===== src/rtl/sprf_pkg.sv =====
// Shared types and constants for the serial parameter frame receiver.
// Holds frame sync bytes, controller/datapath command and status structs.
// No dependencies.
package sprf_pkg;

    localparam int CMD_FRAME_LEN = 7;

    localparam logic [7:0] SYNC0     = 8'hFF;
    localparam logic [7:0] SYNC1     = 8'h55;
    localparam logic [7:0] SYNC2     = 8'hAA;
    localparam logic [7:0] KIND_DATA = 8'h10;
    localparam logic [7:0] KIND_CMD  = 8'h77;

    localparam logic [31:0] POS_MAX = 32'h7FFF_FFFF;

    localparam logic FRAME_DATA = 1'b0;
    localparam logic FRAME_CMD  = 1'b1;

    typedef struct packed {
        logic accept;
        logic drop;
        logic clear_fill;
        logic scan_data;
        logic scan_cmd;
        logic chan_first;
        logic chan_next;
        logic put_data;
        logic put_cmd;
    } t_dp_cmd;

    typedef struct packed {
        logic fill_full;
        logic fill_ge_data;
        logic fill_ge_cmd;
        logic done;
        logic hdr_ok;
        logic sum_ok;
        logic ch_last;
        logic out_free;
    } t_dp_stat;

    function automatic logic [7:0] hdr_byte(input logic [1:0] idx, input logic is_cmd);
        logic [7:0] b;
        case (idx)
            2'd0: b = SYNC0;
            2'd1: b = SYNC1;
            2'd2: b = SYNC2;
            default: b = is_cmd ? KIND_CMD : KIND_DATA;
        endcase
        return b;
    endfunction

endpackage


===== src/rtl/sprf_ram.sv =====
// Generic single-write, single-read RAM with registered read data.
// No dependencies.
module sprf_ram #(
    parameter int WIDTH = 8,
    parameter int DEPTH = 128
) (
    input  logic                     i_clk,
    input  logic                     i_we,
    input  logic [$clog2(DEPTH)-1:0] i_waddr,
    input  logic [WIDTH-1:0]         i_wdata,
    input  logic [$clog2(DEPTH)-1:0] i_raddr,
    output logic [WIDTH-1:0]         o_rdata
);

    logic [WIDTH-1:0] r_mem [DEPTH];
    logic [WIDTH-1:0] r_rdata;

    always_ff @(posedge i_clk) begin
        if (i_we) begin
            r_mem[i_waddr] <= i_wdata;
        end
        r_rdata <= r_mem[i_raddr];
    end

    assign o_rdata = r_rdata;

endmodule


===== src/rtl/sprf_dp.sv =====
// Datapath: byte buffer, fill count, window read walker, checksum and
// header check, channel word assembly and the output register.
// Depends on sprf_pkg and sprf_ram.
module sprf_dp #(
    parameter int BUFFER_LEN     = 128,
    parameter int CHANNELS       = 9,
    parameter int DATA_FRAME_LEN = 41
) (
    input  logic               i_clk,
    input  logic               i_rst_n,
    input  sprf_pkg::t_dp_cmd  i_cmd,
    output sprf_pkg::t_dp_stat o_stat,
    input  logic [7:0]         i_rx_byte,
    input  logic               i_stall,
    output logic               o_valid,
    output logic               o_frame_kind,
    output logic [3:0]         o_channel,
    output logic signed [31:0] o_channel_value,
    output logic [7:0]         o_cmd_number,
    output logic [7:0]         o_cmd_value,
    output logic               o_last
);
    import sprf_pkg::*;

    localparam int FW = $clog2(BUFFER_LEN + 1);
    localparam int AW = $clog2(BUFFER_LEN);
    localparam int OW = $clog2(DATA_FRAME_LEN + 4 * CHANNELS + 8);
    localparam int XW = $clog2(BUFFER_LEN + DATA_FRAME_LEN + 4 * CHANNELS + 8);

    logic [FW-1:0] r_fill;
    logic [7:0]    r_new;
    logic [FW-1:0] r_base;
    logic [OW-1:0] r_off;
    logic [OW-1:0] r_lim;
    logic          r_vld;
    logic [OW-1:0] r_voff;
    logic          r_voob;
    logic          r_scan;
    logic          r_is_cmd;
    logic [7:0]    r_sum;
    logic          r_hdr_ok;
    logic [31:0]   r_word;
    logic [7:0]    r_cnum;
    logic [7:0]    r_cval;
    logic [3:0]    r_ch;

    logic          r_ovld;
    logic          r_okind;
    logic [3:0]    r_och;
    logic [31:0]   r_oval;
    logic [7:0]    r_onum;
    logic [7:0]    r_ocval;
    logic          r_olast;

    logic          issue;
    logic [XW-1:0] addr_x;
    logic [7:0]    ram_q;
    logic [7:0]    rd_byte;
    logic [31:0]   chan_val;
    logic          scan_start;
    logic          ch_last;

    assign issue      = (r_off != r_lim);
    assign addr_x     = XW'(r_base) + XW'(r_off);
    assign rd_byte    = r_voob ? 8'h00 : ram_q;
    assign chan_val   = r_word[31] ? (POS_MAX - r_word) : r_word;
    assign scan_start = i_cmd.scan_data || i_cmd.scan_cmd;
    assign ch_last    = (r_ch == 4'(CHANNELS - 1));

    sprf_ram #(
        .WIDTH (8),
        .DEPTH (BUFFER_LEN)
    ) u_buf (
        .i_clk   (i_clk),
        .i_we    (i_cmd.accept),
        .i_waddr (r_fill[AW-1:0]),
        .i_wdata (i_rx_byte),
        .i_raddr (addr_x[AW-1:0]),
        .o_rdata (ram_q)
    );

    always_comb begin
        o_stat.fill_full    = (32'(r_fill) == BUFFER_LEN);
        o_stat.fill_ge_data = (32'(r_fill) >= DATA_FRAME_LEN);
        o_stat.fill_ge_cmd  = (32'(r_fill) >= CMD_FRAME_LEN);
        o_stat.done         = !issue && !r_vld;
        o_stat.hdr_ok       = r_hdr_ok;
        o_stat.sum_ok       = (r_sum == r_new);
        o_stat.ch_last      = ch_last;
        o_stat.out_free     = !r_ovld || !i_stall;
    end

    always_ff @(posedge i_clk) begin
        if (!i_rst_n) begin
            r_fill <= '0;
            r_off  <= '0;
            r_lim  <= '0;
            r_vld  <= 1'b0;
            r_ovld <= 1'b0;
        end else begin
            if (i_cmd.accept) begin
                r_fill <= r_fill + FW'(1);
            end else if (i_cmd.drop || i_cmd.clear_fill) begin
                r_fill <= '0;
            end
            r_vld <= issue;
            if (scan_start) begin
                r_off <= '0;
                r_lim <= i_cmd.scan_data ? OW'(DATA_FRAME_LEN - 1) : OW'(CMD_FRAME_LEN - 1);
            end else if (i_cmd.chan_first) begin
                r_off <= OW'(4);
                r_lim <= OW'(8);
            end else if (i_cmd.chan_next) begin
                r_lim <= r_lim + OW'(4);
            end else if (issue) begin
                r_off <= r_off + OW'(1);
            end
            if (i_cmd.put_data || i_cmd.put_cmd) begin
                r_ovld <= 1'b1;
            end else if (!i_stall) begin
                r_ovld <= 1'b0;
            end
        end
    end

    always_ff @(posedge i_clk) begin
        if (i_cmd.accept) begin
            r_new <= i_rx_byte;
        end
        r_voff <= r_off;
        r_voob <= (32'(addr_x) >= BUFFER_LEN);
        if (scan_start) begin
            r_base   <= FW'(32'(r_fill) - (i_cmd.scan_data ? DATA_FRAME_LEN : CMD_FRAME_LEN));
            r_sum    <= '0;
            r_hdr_ok <= 1'b1;
            r_is_cmd <= i_cmd.scan_cmd;
            r_scan   <= 1'b1;
            r_ch     <= '0;
        end else if (i_cmd.chan_first) begin
            r_scan <= 1'b0;
        end
        if (r_vld) begin
            if (r_scan) begin
                r_sum <= r_sum + rd_byte;
                if ((r_voff < OW'(4)) && (rd_byte != hdr_byte(r_voff[1:0], r_is_cmd))) begin
                    r_hdr_ok <= 1'b0;
                end
                if (r_voff == OW'(4)) begin
                    r_cnum <= rd_byte;
                end
                if (r_voff == OW'(5)) begin
                    r_cval <= rd_byte;
                end
            end else begin
                r_word <= {r_word[23:0], rd_byte};
            end
        end
        if (i_cmd.put_data) begin
            r_okind <= FRAME_DATA;
            r_och   <= r_ch;
            r_oval  <= chan_val;
            r_onum  <= '0;
            r_ocval <= '0;
            r_olast <= ch_last;
            r_ch    <= r_ch + 4'd1;
        end else if (i_cmd.put_cmd) begin
            r_okind <= FRAME_CMD;
            r_och   <= '0;
            r_oval  <= '0;
            r_onum  <= r_cnum;
            r_ocval <= r_cval;
            r_olast <= 1'b1;
        end
    end

    assign o_valid         = r_ovld;
    assign o_frame_kind    = r_okind;
    assign o_channel       = r_och;
    assign o_channel_value = signed'(r_oval);
    assign o_cmd_number    = r_onum;
    assign o_cmd_value     = r_ocval;
    assign o_last          = r_olast;

endmodule


===== src/rtl/sprf_ctrl.sv =====
// Controller: sequences byte append, data and command window scans and
// result emission. Drives datapath commands from datapath status.
// Depends on sprf_pkg.
module sprf_ctrl (
    input  logic               i_clk,
    input  logic               i_rst_n,
    input  logic               i_valid,
    output logic               o_stall,
    input  sprf_pkg::t_dp_stat i_stat,
    output sprf_pkg::t_dp_cmd  o_cmd
);
    import sprf_pkg::*;

    localparam logic [2:0] S_IDLE  = 3'd0;
    localparam logic [2:0] S_CHK   = 3'd1;
    localparam logic [2:0] S_DSCAN = 3'd2;
    localparam logic [2:0] S_CSCAN = 3'd3;
    localparam logic [2:0] S_DRD   = 3'd4;
    localparam logic [2:0] S_DPUT  = 3'd5;
    localparam logic [2:0] S_CPUT  = 3'd6;

    logic [2:0] r_state;
    logic [2:0] n_state;

    always_comb begin
        n_state = r_state;
        o_cmd   = '0;
        unique case (r_state)
            S_IDLE: begin
                if (i_valid) begin
                    if (i_stat.fill_full) begin
                        o_cmd.drop = 1'b1;
                    end else begin
                        o_cmd.accept = 1'b1;
                        n_state      = S_CHK;
                    end
                end
            end
            S_CHK: begin
                if (i_stat.fill_ge_data) begin
                    o_cmd.scan_data = 1'b1;
                    n_state         = S_DSCAN;
                end else if (i_stat.fill_ge_cmd) begin
                    o_cmd.scan_cmd = 1'b1;
                    n_state        = S_CSCAN;
                end else begin
                    n_state = S_IDLE;
                end
            end
            S_DSCAN: begin
                if (i_stat.done) begin
                    if (i_stat.hdr_ok) begin
                        if (i_stat.sum_ok) begin
                            o_cmd.chan_first = 1'b1;
                            n_state          = S_DRD;
                        end else begin
                            o_cmd.clear_fill = 1'b1;
                            n_state          = S_IDLE;
                        end
                    end else if (i_stat.fill_ge_cmd) begin
                        o_cmd.scan_cmd = 1'b1;
                        n_state        = S_CSCAN;
                    end else begin
                        n_state = S_IDLE;
                    end
                end
            end
            S_CSCAN: begin
                if (i_stat.done) begin
                    if (i_stat.hdr_ok) begin
                        o_cmd.clear_fill = 1'b1;
                        n_state          = i_stat.sum_ok ? S_CPUT : S_IDLE;
                    end else begin
                        n_state = S_IDLE;
                    end
                end
            end
            S_DRD: begin
                if (i_stat.done) begin
                    n_state = S_DPUT;
                end
            end
            S_DPUT: begin
                if (i_stat.out_free) begin
                    o_cmd.put_data = 1'b1;
                    if (i_stat.ch_last) begin
                        o_cmd.clear_fill = 1'b1;
                        n_state          = S_IDLE;
                    end else begin
                        o_cmd.chan_next = 1'b1;
                        n_state         = S_DRD;
                    end
                end
            end
            S_CPUT: begin
                if (i_stat.out_free) begin
                    o_cmd.put_cmd = 1'b1;
                    n_state       = S_IDLE;
                end
            end
            default: begin
                n_state = S_IDLE;
            end
        endcase
    end

    always_ff @(posedge i_clk) begin
        if (!i_rst_n) begin
            r_state <= S_IDLE;
        end else begin
            r_state <= n_state;
        end
    end

    assign o_stall = (r_state != S_IDLE);

endmodule


===== src/rtl/serial_param_frame_receiver_core.sv =====
// Serial parameter frame receiver: appends bytes to a buffer and emits
// channel values or a command when a checked frame ends on the newest byte.
// Input bytes are taken one at a time: o_stall holds off the next byte
// while the buffer RAM read port walks the frame window one byte a cycle
// and while the channel words of a good data frame are read and emitted.
// Synchronous active-low reset empties the buffer; its contents stay stale.
module serial_param_frame_receiver_core #(
    parameter int BUFFER_LEN     = 128,
    parameter int CHANNELS       = 9,
    parameter int DATA_FRAME_LEN = 41
) (
    input  logic               i_clk,
    input  logic               i_rst_n,
    input  logic               i_valid,
    output logic               o_stall,
    input  logic [7:0]         i_rx_byte,
    output logic               o_valid,
    input  logic               i_stall,
    output logic               o_frame_kind,
    output logic [3:0]         o_channel,
    output logic signed [31:0] o_channel_value,
    output logic [7:0]         o_cmd_number,
    output logic [7:0]         o_cmd_value,
    output logic               o_last
);
    import sprf_pkg::*;

    t_dp_cmd  dp_cmd;
    t_dp_stat dp_stat;

    sprf_ctrl u_ctrl (
        .i_clk   (i_clk),
        .i_rst_n (i_rst_n),
        .i_valid (i_valid),
        .o_stall (o_stall),
        .i_stat  (dp_stat),
        .o_cmd   (dp_cmd)
    );

    sprf_dp #(
        .BUFFER_LEN     (BUFFER_LEN),
        .CHANNELS       (CHANNELS),
        .DATA_FRAME_LEN (DATA_FRAME_LEN)
    ) u_dp (
        .i_clk           (i_clk),
        .i_rst_n         (i_rst_n),
        .i_cmd           (dp_cmd),
        .o_stat          (dp_stat),
        .i_rx_byte       (i_rx_byte),
        .i_stall         (i_stall),
        .o_valid         (o_valid),
        .o_frame_kind    (o_frame_kind),
        .o_channel       (o_channel),
        .o_channel_value (o_channel_value),
        .o_cmd_number    (o_cmd_number),
        .o_cmd_value     (o_cmd_value),
        .o_last          (o_last)
    );

endmodule

===== config.mk =====
export PLATFORM = sky130hd
export DESIGN_NAME = serial_param_frame_receiver_core
export DESIGN_NICKNAME = d
export VERILOG_FILES = /design/src/rtl/sprf_pkg.sv /design/src/rtl/sprf_ram.sv /design/src/rtl/sprf_dp.sv /design/src/rtl/sprf_ctrl.sv /design/src/rtl/serial_param_frame_receiver_core.sv
export SDC_FILE = /design/constraint.sdc
export NUM_CORES = 1
export LEC_CHECK = 0
export ABC_AREA = 1
export BUFFER_PORTS_ARGS = -buffer_cell sky130_fd_sc_hd__buf_2
export CORE_MARGIN = 5
export CORE_UTILIZATION = 35
export CTS_BUF_LIST = sky130_fd_sc_hd__clkbuf_16
export DETAILED_ROUTE_END_ITERATION = 6
export SYNTH_ARGS = -nofsm -noshare
export SYNTH_HDL_FRONTEND = slang
export SYNTH_SLANG_ARGS = --single-unit

===== constraint.sdc =====
create_clock -name i_clk -period 8.6 [get_ports i_clk]
set_clock_uncertainty 0.1 [all_clocks]
set_input_delay 1.29 -clock i_clk [delete_from_list [all_inputs] [get_ports i_clk]]
set_output_delay 1.29 -clock i_clk [all_outputs]
set_load 0.01 [all_outputs]

Yosys cells after proc, flatten, opt, wreduce, memory -nomap -nowiden:

Memories as Yosys holds them, arrays and structs flattened. A register that Yosys moved wholly into a read port is not among the register bits.
Cells that the tools add are included.
Widths: inputs -> output; s select.

* bits of input ports: 12
* memory bits (writable): 1024
* ROM bits: 0
* memories: 1
* output and inout bits: 56
* bits in registers: 168
* logic and storage cells: 168
* latch bits: 0

* multiply operators: 0
* order comparisons: 4
* add/subtract/negate cells: 8
* shift operators: 0
* equality and inequality tests: 24
* divide/modulo/power cells: 0
* bitwise gates (word level): 3
* muxes and demuxes: 77
* reductions and logical operators: 26

Memory list
* u_dp.u_buf.r_mem: depth 128, bits a word 8, read ports 1, clocked after memory_dff 1, wr ports 1, line sprf_ram.sv:15 `logic [WIDTH-1:0] r_mem [DEPTH];`

Operator list (count)
* $mux 32: 3
* $mux 8: 8
* $mux 3: 16
* $sub 31x32->32 const A: 1
* $mux 1: 30
* $mux 7: 4
* $pmux 8 s3: 1
* $pmux 3 s7: 1
* $mux 4: 4
* $eq 7x3->1 const B: 2
* $ne 2x2->1 const B: 7
* $mux 2: 6
* $mux 6: 2
* $eq 3x3->1 const B: 3
* $add 8x1->8 const B: 1
* $add 8x7->8: 1
* $add 8x8->8: 1
* $eq 8x8->1: 1
* $eq 8x8->1 const B: 1
* $ge 8x3->1 const B: 1
* $ge 8x6->1 const B: 1
* $ge 8x8->1 const B: 1
* $ne 8x8->1: 1
* $reduce_bool 2->1: 4
* other kinds (26): 41

Logic depth before layout (Yosys ltp):

* word-level depth: 10
* mapped depth: 16
* gate-level depth less buffers: 16

Modules after synthesis:

A second synthesis with hierarchy kept.

* cells, all modules: 4351
* area total of the unflattened synthesis: 49688.9 sq um

By module, submodules not included
* sprf_ram: sequential area each 30909.6 sq um, cells each 3575, times used 1, area each 42104.1 sq um
* sprf_dp: sequential area each 4344.2 sq um, cells each 697, times used 1, area each 7203.2 sq um
* sprf_ctrl: sequential area each 60.1 sq um, cells each 79, times used 1, area each 381.6 sq um

Worst setup path after synthesis:

No wires, ideal clock.

* kind: input to register
* from: input i_stall
* to: register u_dp.r_och[0], in the netlist u_dp.o_channel[0], enable pin
* library setup time: 0.395 ns
* arrival: 2.633 ns
* path slack: 5.472 ns
* stages on the path: 5
* path through: nand2_1 > inv_1 > nor2_1 > inv_1 > nand2_1

* longest elaborated chain between the ends: 5
* elaborated cells between the ends (all ways): 7
* those cells by class: mux: 4; reduce/logical: 3

Ends and longest elaborated chain
* from (decl): line serial_param_frame_receiver_core.sv:18 `input logic i_stall,`
* $logic_not 1->1 (*): line sprf_dp.sv:90 `o_stat.out_free = !r_ovld || !i_stall;`
* $logic_or 1x1->1 (*): line sprf_dp.sv:90
* $mux 1 / $mux 2 (equally long branches): line sprf_ctrl.sv:96, sprf_ctrl.sv:84
* $mux 1 / $mux 2 (equally long branches): line sprf_ctrl.sv:28 `unique case (r_state)`
* $reduce_bool 2->1 (no line) (*)
* to (signal assigned): line sprf_dp.sv:160 `r_och <= r_ch;`
* to (decl): line sprf_dp.sv:49 `logic [3:0] r_och;`

Mark *: on every way between the ends. The rest lies on a longest branch, timed or not.
A chain may end at the register's enable or synchronous reset.

Worst setup path in the final report:

* from: register u_dp.r_off[0]
* to: register u_dp.u_buf.r_rdata[4], in the netlist u_dp.u_buf.o_rdata[4] (read register of u_dp.u_buf.r_mem)

* longest elaborated chain between the ends: 1

Ends and longest elaborated chain
* from (decl): line sprf_dp.sv:33 `logic [OW-1:0] r_off;`
* from (signal assigned): line sprf_dp.sv:116 `r_off <= r_off + OW'(1);`
* $add 8x7->8: line sprf_dp.sv:64 `assign addr_x = XW'(r_base) + XW'(r_off);`
* to (decl): line sprf_ram.sv:16 `logic [WIDTH-1:0] r_rdata;`

Every way passes these cells.

==> flow_metrics.env <==
export IMPL_status="finished, final reports clean"
export IMPL_clkTransAtPathRegs_ps=60
export IMPL_syn_area_mm2=0.0493
export IMPL_drt_initial_drc_count=3472
export IMPL_ctsHoldBuffers=0
export IMPL_layout_drive_gt1_share_pct=7.52
export IMPL_syn_avg_cell_area_um2=11.9
export IMPL_syn_inst=4145
export IMPL_synth_top_area_share_pct=68.8
export IMPL_min_period_ps=5050
export IMPL_cts_htree_levels=3
export IMPL_grt_antenna_before_repair=4
export IMPL_async_flop_share_pct=0
export IMPL_finalWorstSetupSlack_ps=3550
export IMPL_crit_fanout=98
export IMPL_peakVddDrop_uv=164
export IMPL_p_clk_share_pct=37.8
export IMPL_arrival_ps=5630
export IMPL_cp_end_kind="flop"
export IMPL_grt_max_degree=214
export IMPL_syn_nets=4186
export IMPL_synth_edff_count=1130
export IMPL_n_fill_cell=13200
export IMPL_rows=137
export IMPL_synth_cell_types=50
export IMPL_slew_violations=0
export IMPL_vias=31700
export IMPL_synth_area_leaders="edfxtp_1, nor2_1, o21ai_0"
export IMPL_cts_num_sinks=1199
export IMPL_initial_core_util_pct=35.3
export IMPL_yosysWarningCount=0
export IMPL_grt_overflow_total=0
export IMPL_finalSetupTns_ps=0
export IMPL_instances_no_fill=6093
export IMPL_start_kind="flop"
export IMPL_maxCapViolCount=0
export IMPL_rr_startpoint="u_dp.r_off[0]$_SDFFE_PP0P_"
export IMPL_dr_pass1_iters=6
export IMPL_grt_pass1_vias=29700
export IMPL_port_buffers=67
export IMPL_nNetsFinal=4165
export IMPL_critPathKind="flop to flop"
export IMPL_dp_hpwl_um=71500
export IMPL_grt_pass1_wl_um=191000
export IMPL_p_sw_mw=3.42
export IMPL_fin_crit_sh_pct=58.7
export IMPL_cts_root_buffer="clkbuf_16"
export IMPL_wirelength_um=128000
export IMPL_insertedDiodeCount=0
export IMPL_power_per_cell_area_mw_per_mm2=237
export IMPL_power_frac_seq_pct=49.8
export IMPL_cts_tree="yes"
export IMPL_worst_slew_pin_slew_ps=1160
export IMPL_max_freq_mhz=198
export IMPL_fp_dieH_um=385
export IMPL_setup_viol=0
export IMPL_die_w_um=385
export IMPL_dieArea_mm2=0.149
export IMPL_clock_path_buffers=3
export IMPL_vias_per_cell=5.20
export IMPL_switching_share_pct=26.3
export IMPL_post_cts_setup_buffers=0
export IMPL_route_detailed_drc=0
export IMPL_worstSetupStartpoint="u_dp.r_off[0]$_SDFFE_PP0P_"
export IMPL_ys_seq_elements=1199
export IMPL_p_comb_share_pct=12.4
export IMPL_gp_congestion=0.857
export IMPL_cts_buffers=116
export IMPL_post_cts_resized=0
export IMPL_leakagePower_nw=18.3
export IMPL_core_mm2=0.140
export IMPL_post_place_ws_ps=3560
export IMPL_synth_flop_cell="edfxtp_1"
export IMPL_crit_required_ps=9180
export IMPL_wire_per_inst_um=21.0
export IMPL_ant_nets=0
export IMPL_final_hold_viol_count=0
export IMPL_worstHoldPathType="flop to flop"
export IMPL_slew_headroom_pct=22.4
export IMPL_rsz0062_at_grt="no"
export IMPL_placedCellCount=5882
export IMPL_grt_util_all_layers_pct=16.8
export IMPL_ios=68
export IMPL_syn2layout_area_growth_pct=11.0
export IMPL_yosys_area_top_type="edfxtp_1"
export IMPL_p_int_mw=9.57
export IMPL_holdCritStartpoint="u_dp.r_off[2]$_SDFFE_PP0P_"
export IMPL_yosysSeqAreaShare_pct=71.6
export IMPL_clkLatencyLatePin_ps=720
critical path, cell delays in order (launching register included):
cell and delay (ps):
dfxtp_1 390, ha_4 810, buf_4 660, buf_4 950
buf_4 800, o21ai_0 200, o211ai_1 260, nand3_1 150
nand2_1 120, nand2_1 50, nand3_1 150, nand3_1 150
nand2_1 90
power groups by stage:
stage               Sequential (mW)  Clock, mW  Combinational, mW
global route                   6.47       5.25               1.80
detailed placement             6.59          0               1.62
floorplan                      6.56          0               1.14
global placement               6.59          0               1.60
CTS                            6.47       4.99               1.62
finish                         6.47       4.91               1.62
stage by stage:
step | hold WS (ps) | utilization, % | total power, mW | cell area, µm²
after detailed placement | 337 | 36.6 | 8.21 | 51200
after global placement | 335 | 36.6 | 8.19 | 51200
after CTS | 321 | 39.2 | 13.1 | 54800
after floorplan | 254 | - | 7.70 | 49300
final | 339 | 39.2 | 13.0 | 54800
after global routing | 334 | 39.2 | 13.5 | 54800
area by class of cell:
class	instances	area, µm²	area share (%)
multi-input cells	2600	12400	22.7
clock buffers	118	2950	5.39
well taps	1876	2350	4.28
clock inverters	93	683	1.25
flip-flops and latches	1199	35300	64.4
inverters	100	392	0.715
repair buffers	107	693	1.27
cells by family after synthesis:
family | count (synthesis) | synth area share, %
flops | 1199 | 71.6
compound gates | 798 | 9.04
fa+ha+maj | 29 | 0.781
xor+xnor | 53 | 1.02
simple gates | 1720 | 14.2
buf+inv | 346 | 3.36
cells in the mapped netlist, types with 10 or more instances:
| master | count |
|---|---|
| a21oi_1 | 31 |
| buf_1 | 18 |
| buf_2 | 88 |
| buf_4 | 35 |
| buf_6 | 15 |
| clkbuf_1 | 88 |
| dfxtp_1 | 69 |
| edfxtp_1 | 1130 |
| ha_1 | 26 |
| inv_1 | 87 |
| inv_2 | 10 |
| nand2_1 | 344 |
| nand3_1 | 273 |
| nor2_1 | 1054 |
| o211ai_1 | 158 |
| o21ai_0 | 505 |
| o21ai_1 | 84 |
| xnor2_1 | 36 |
| xor2_1 | 13 |
sequential cells by signal, indices dropped and copies added (netlist names), 7 cells and up:
register and cells:
u_dp.o_channel_value 32, u_dp.o_cmd_number 8, u_dp.o_cmd_value 8, u_dp.r_base 8
u_dp.r_cnum 8, u_dp.r_cval 8, u_dp.r_fill 8, u_dp.r_new 8
u_dp.r_off 7, u_dp.r_sum 8, u_dp.r_voff 7, u_dp.r_word 32
u_dp.u_buf.o_rdata 8, u_dp.u_buf.r_mem 1024
final timing paths:
path / endpoint / slack (ps) / cells past startpoint
hold / removal: u_dp.r_voff[2]$_DFF_P_ / 340 / 0
hold reg to reg: u_dp.r_voff[2]$_DFF_P_ / 340 / 0
setup reg to reg: u_dp.u_buf.o_rdata[4]$_DFF_P_ / 3550 / 12
setup / recovery: u_dp.u_buf.o_rdata[4]$_DFF_P_ / 3550 / 12
placed cells by master (no fill, tap or decap), types with 17 or more instances in the layout:
cell type,netlist,layout
clkinv_1,2,35
o21ai_0,505,505
xnor2_1,36,36
ha_1,26,25
a21oi_1,31,31
nor2_1,1054,1053
nand3_1,273,273
clkinv_2,0,17
nand2_1,344,343
buf_2,88,59
clkbuf_16,0,118
edfxtp_1,1130,1130
inv_1,87,111
o21ai_1,84,84
o211ai_1,158,158
buf_4,35,45
dfxtp_1,69,69
per-layer routing:
metal	vias up	routed length (µm)	GRT usage [%]
met5	-	0	0
met4	0	3270	4.31
met3	219	10000	3.47
met2	1171	58700	26.3
met1	15600	55700	23.9
li1	14700	-	-
(Power assumes the default switching activity.)
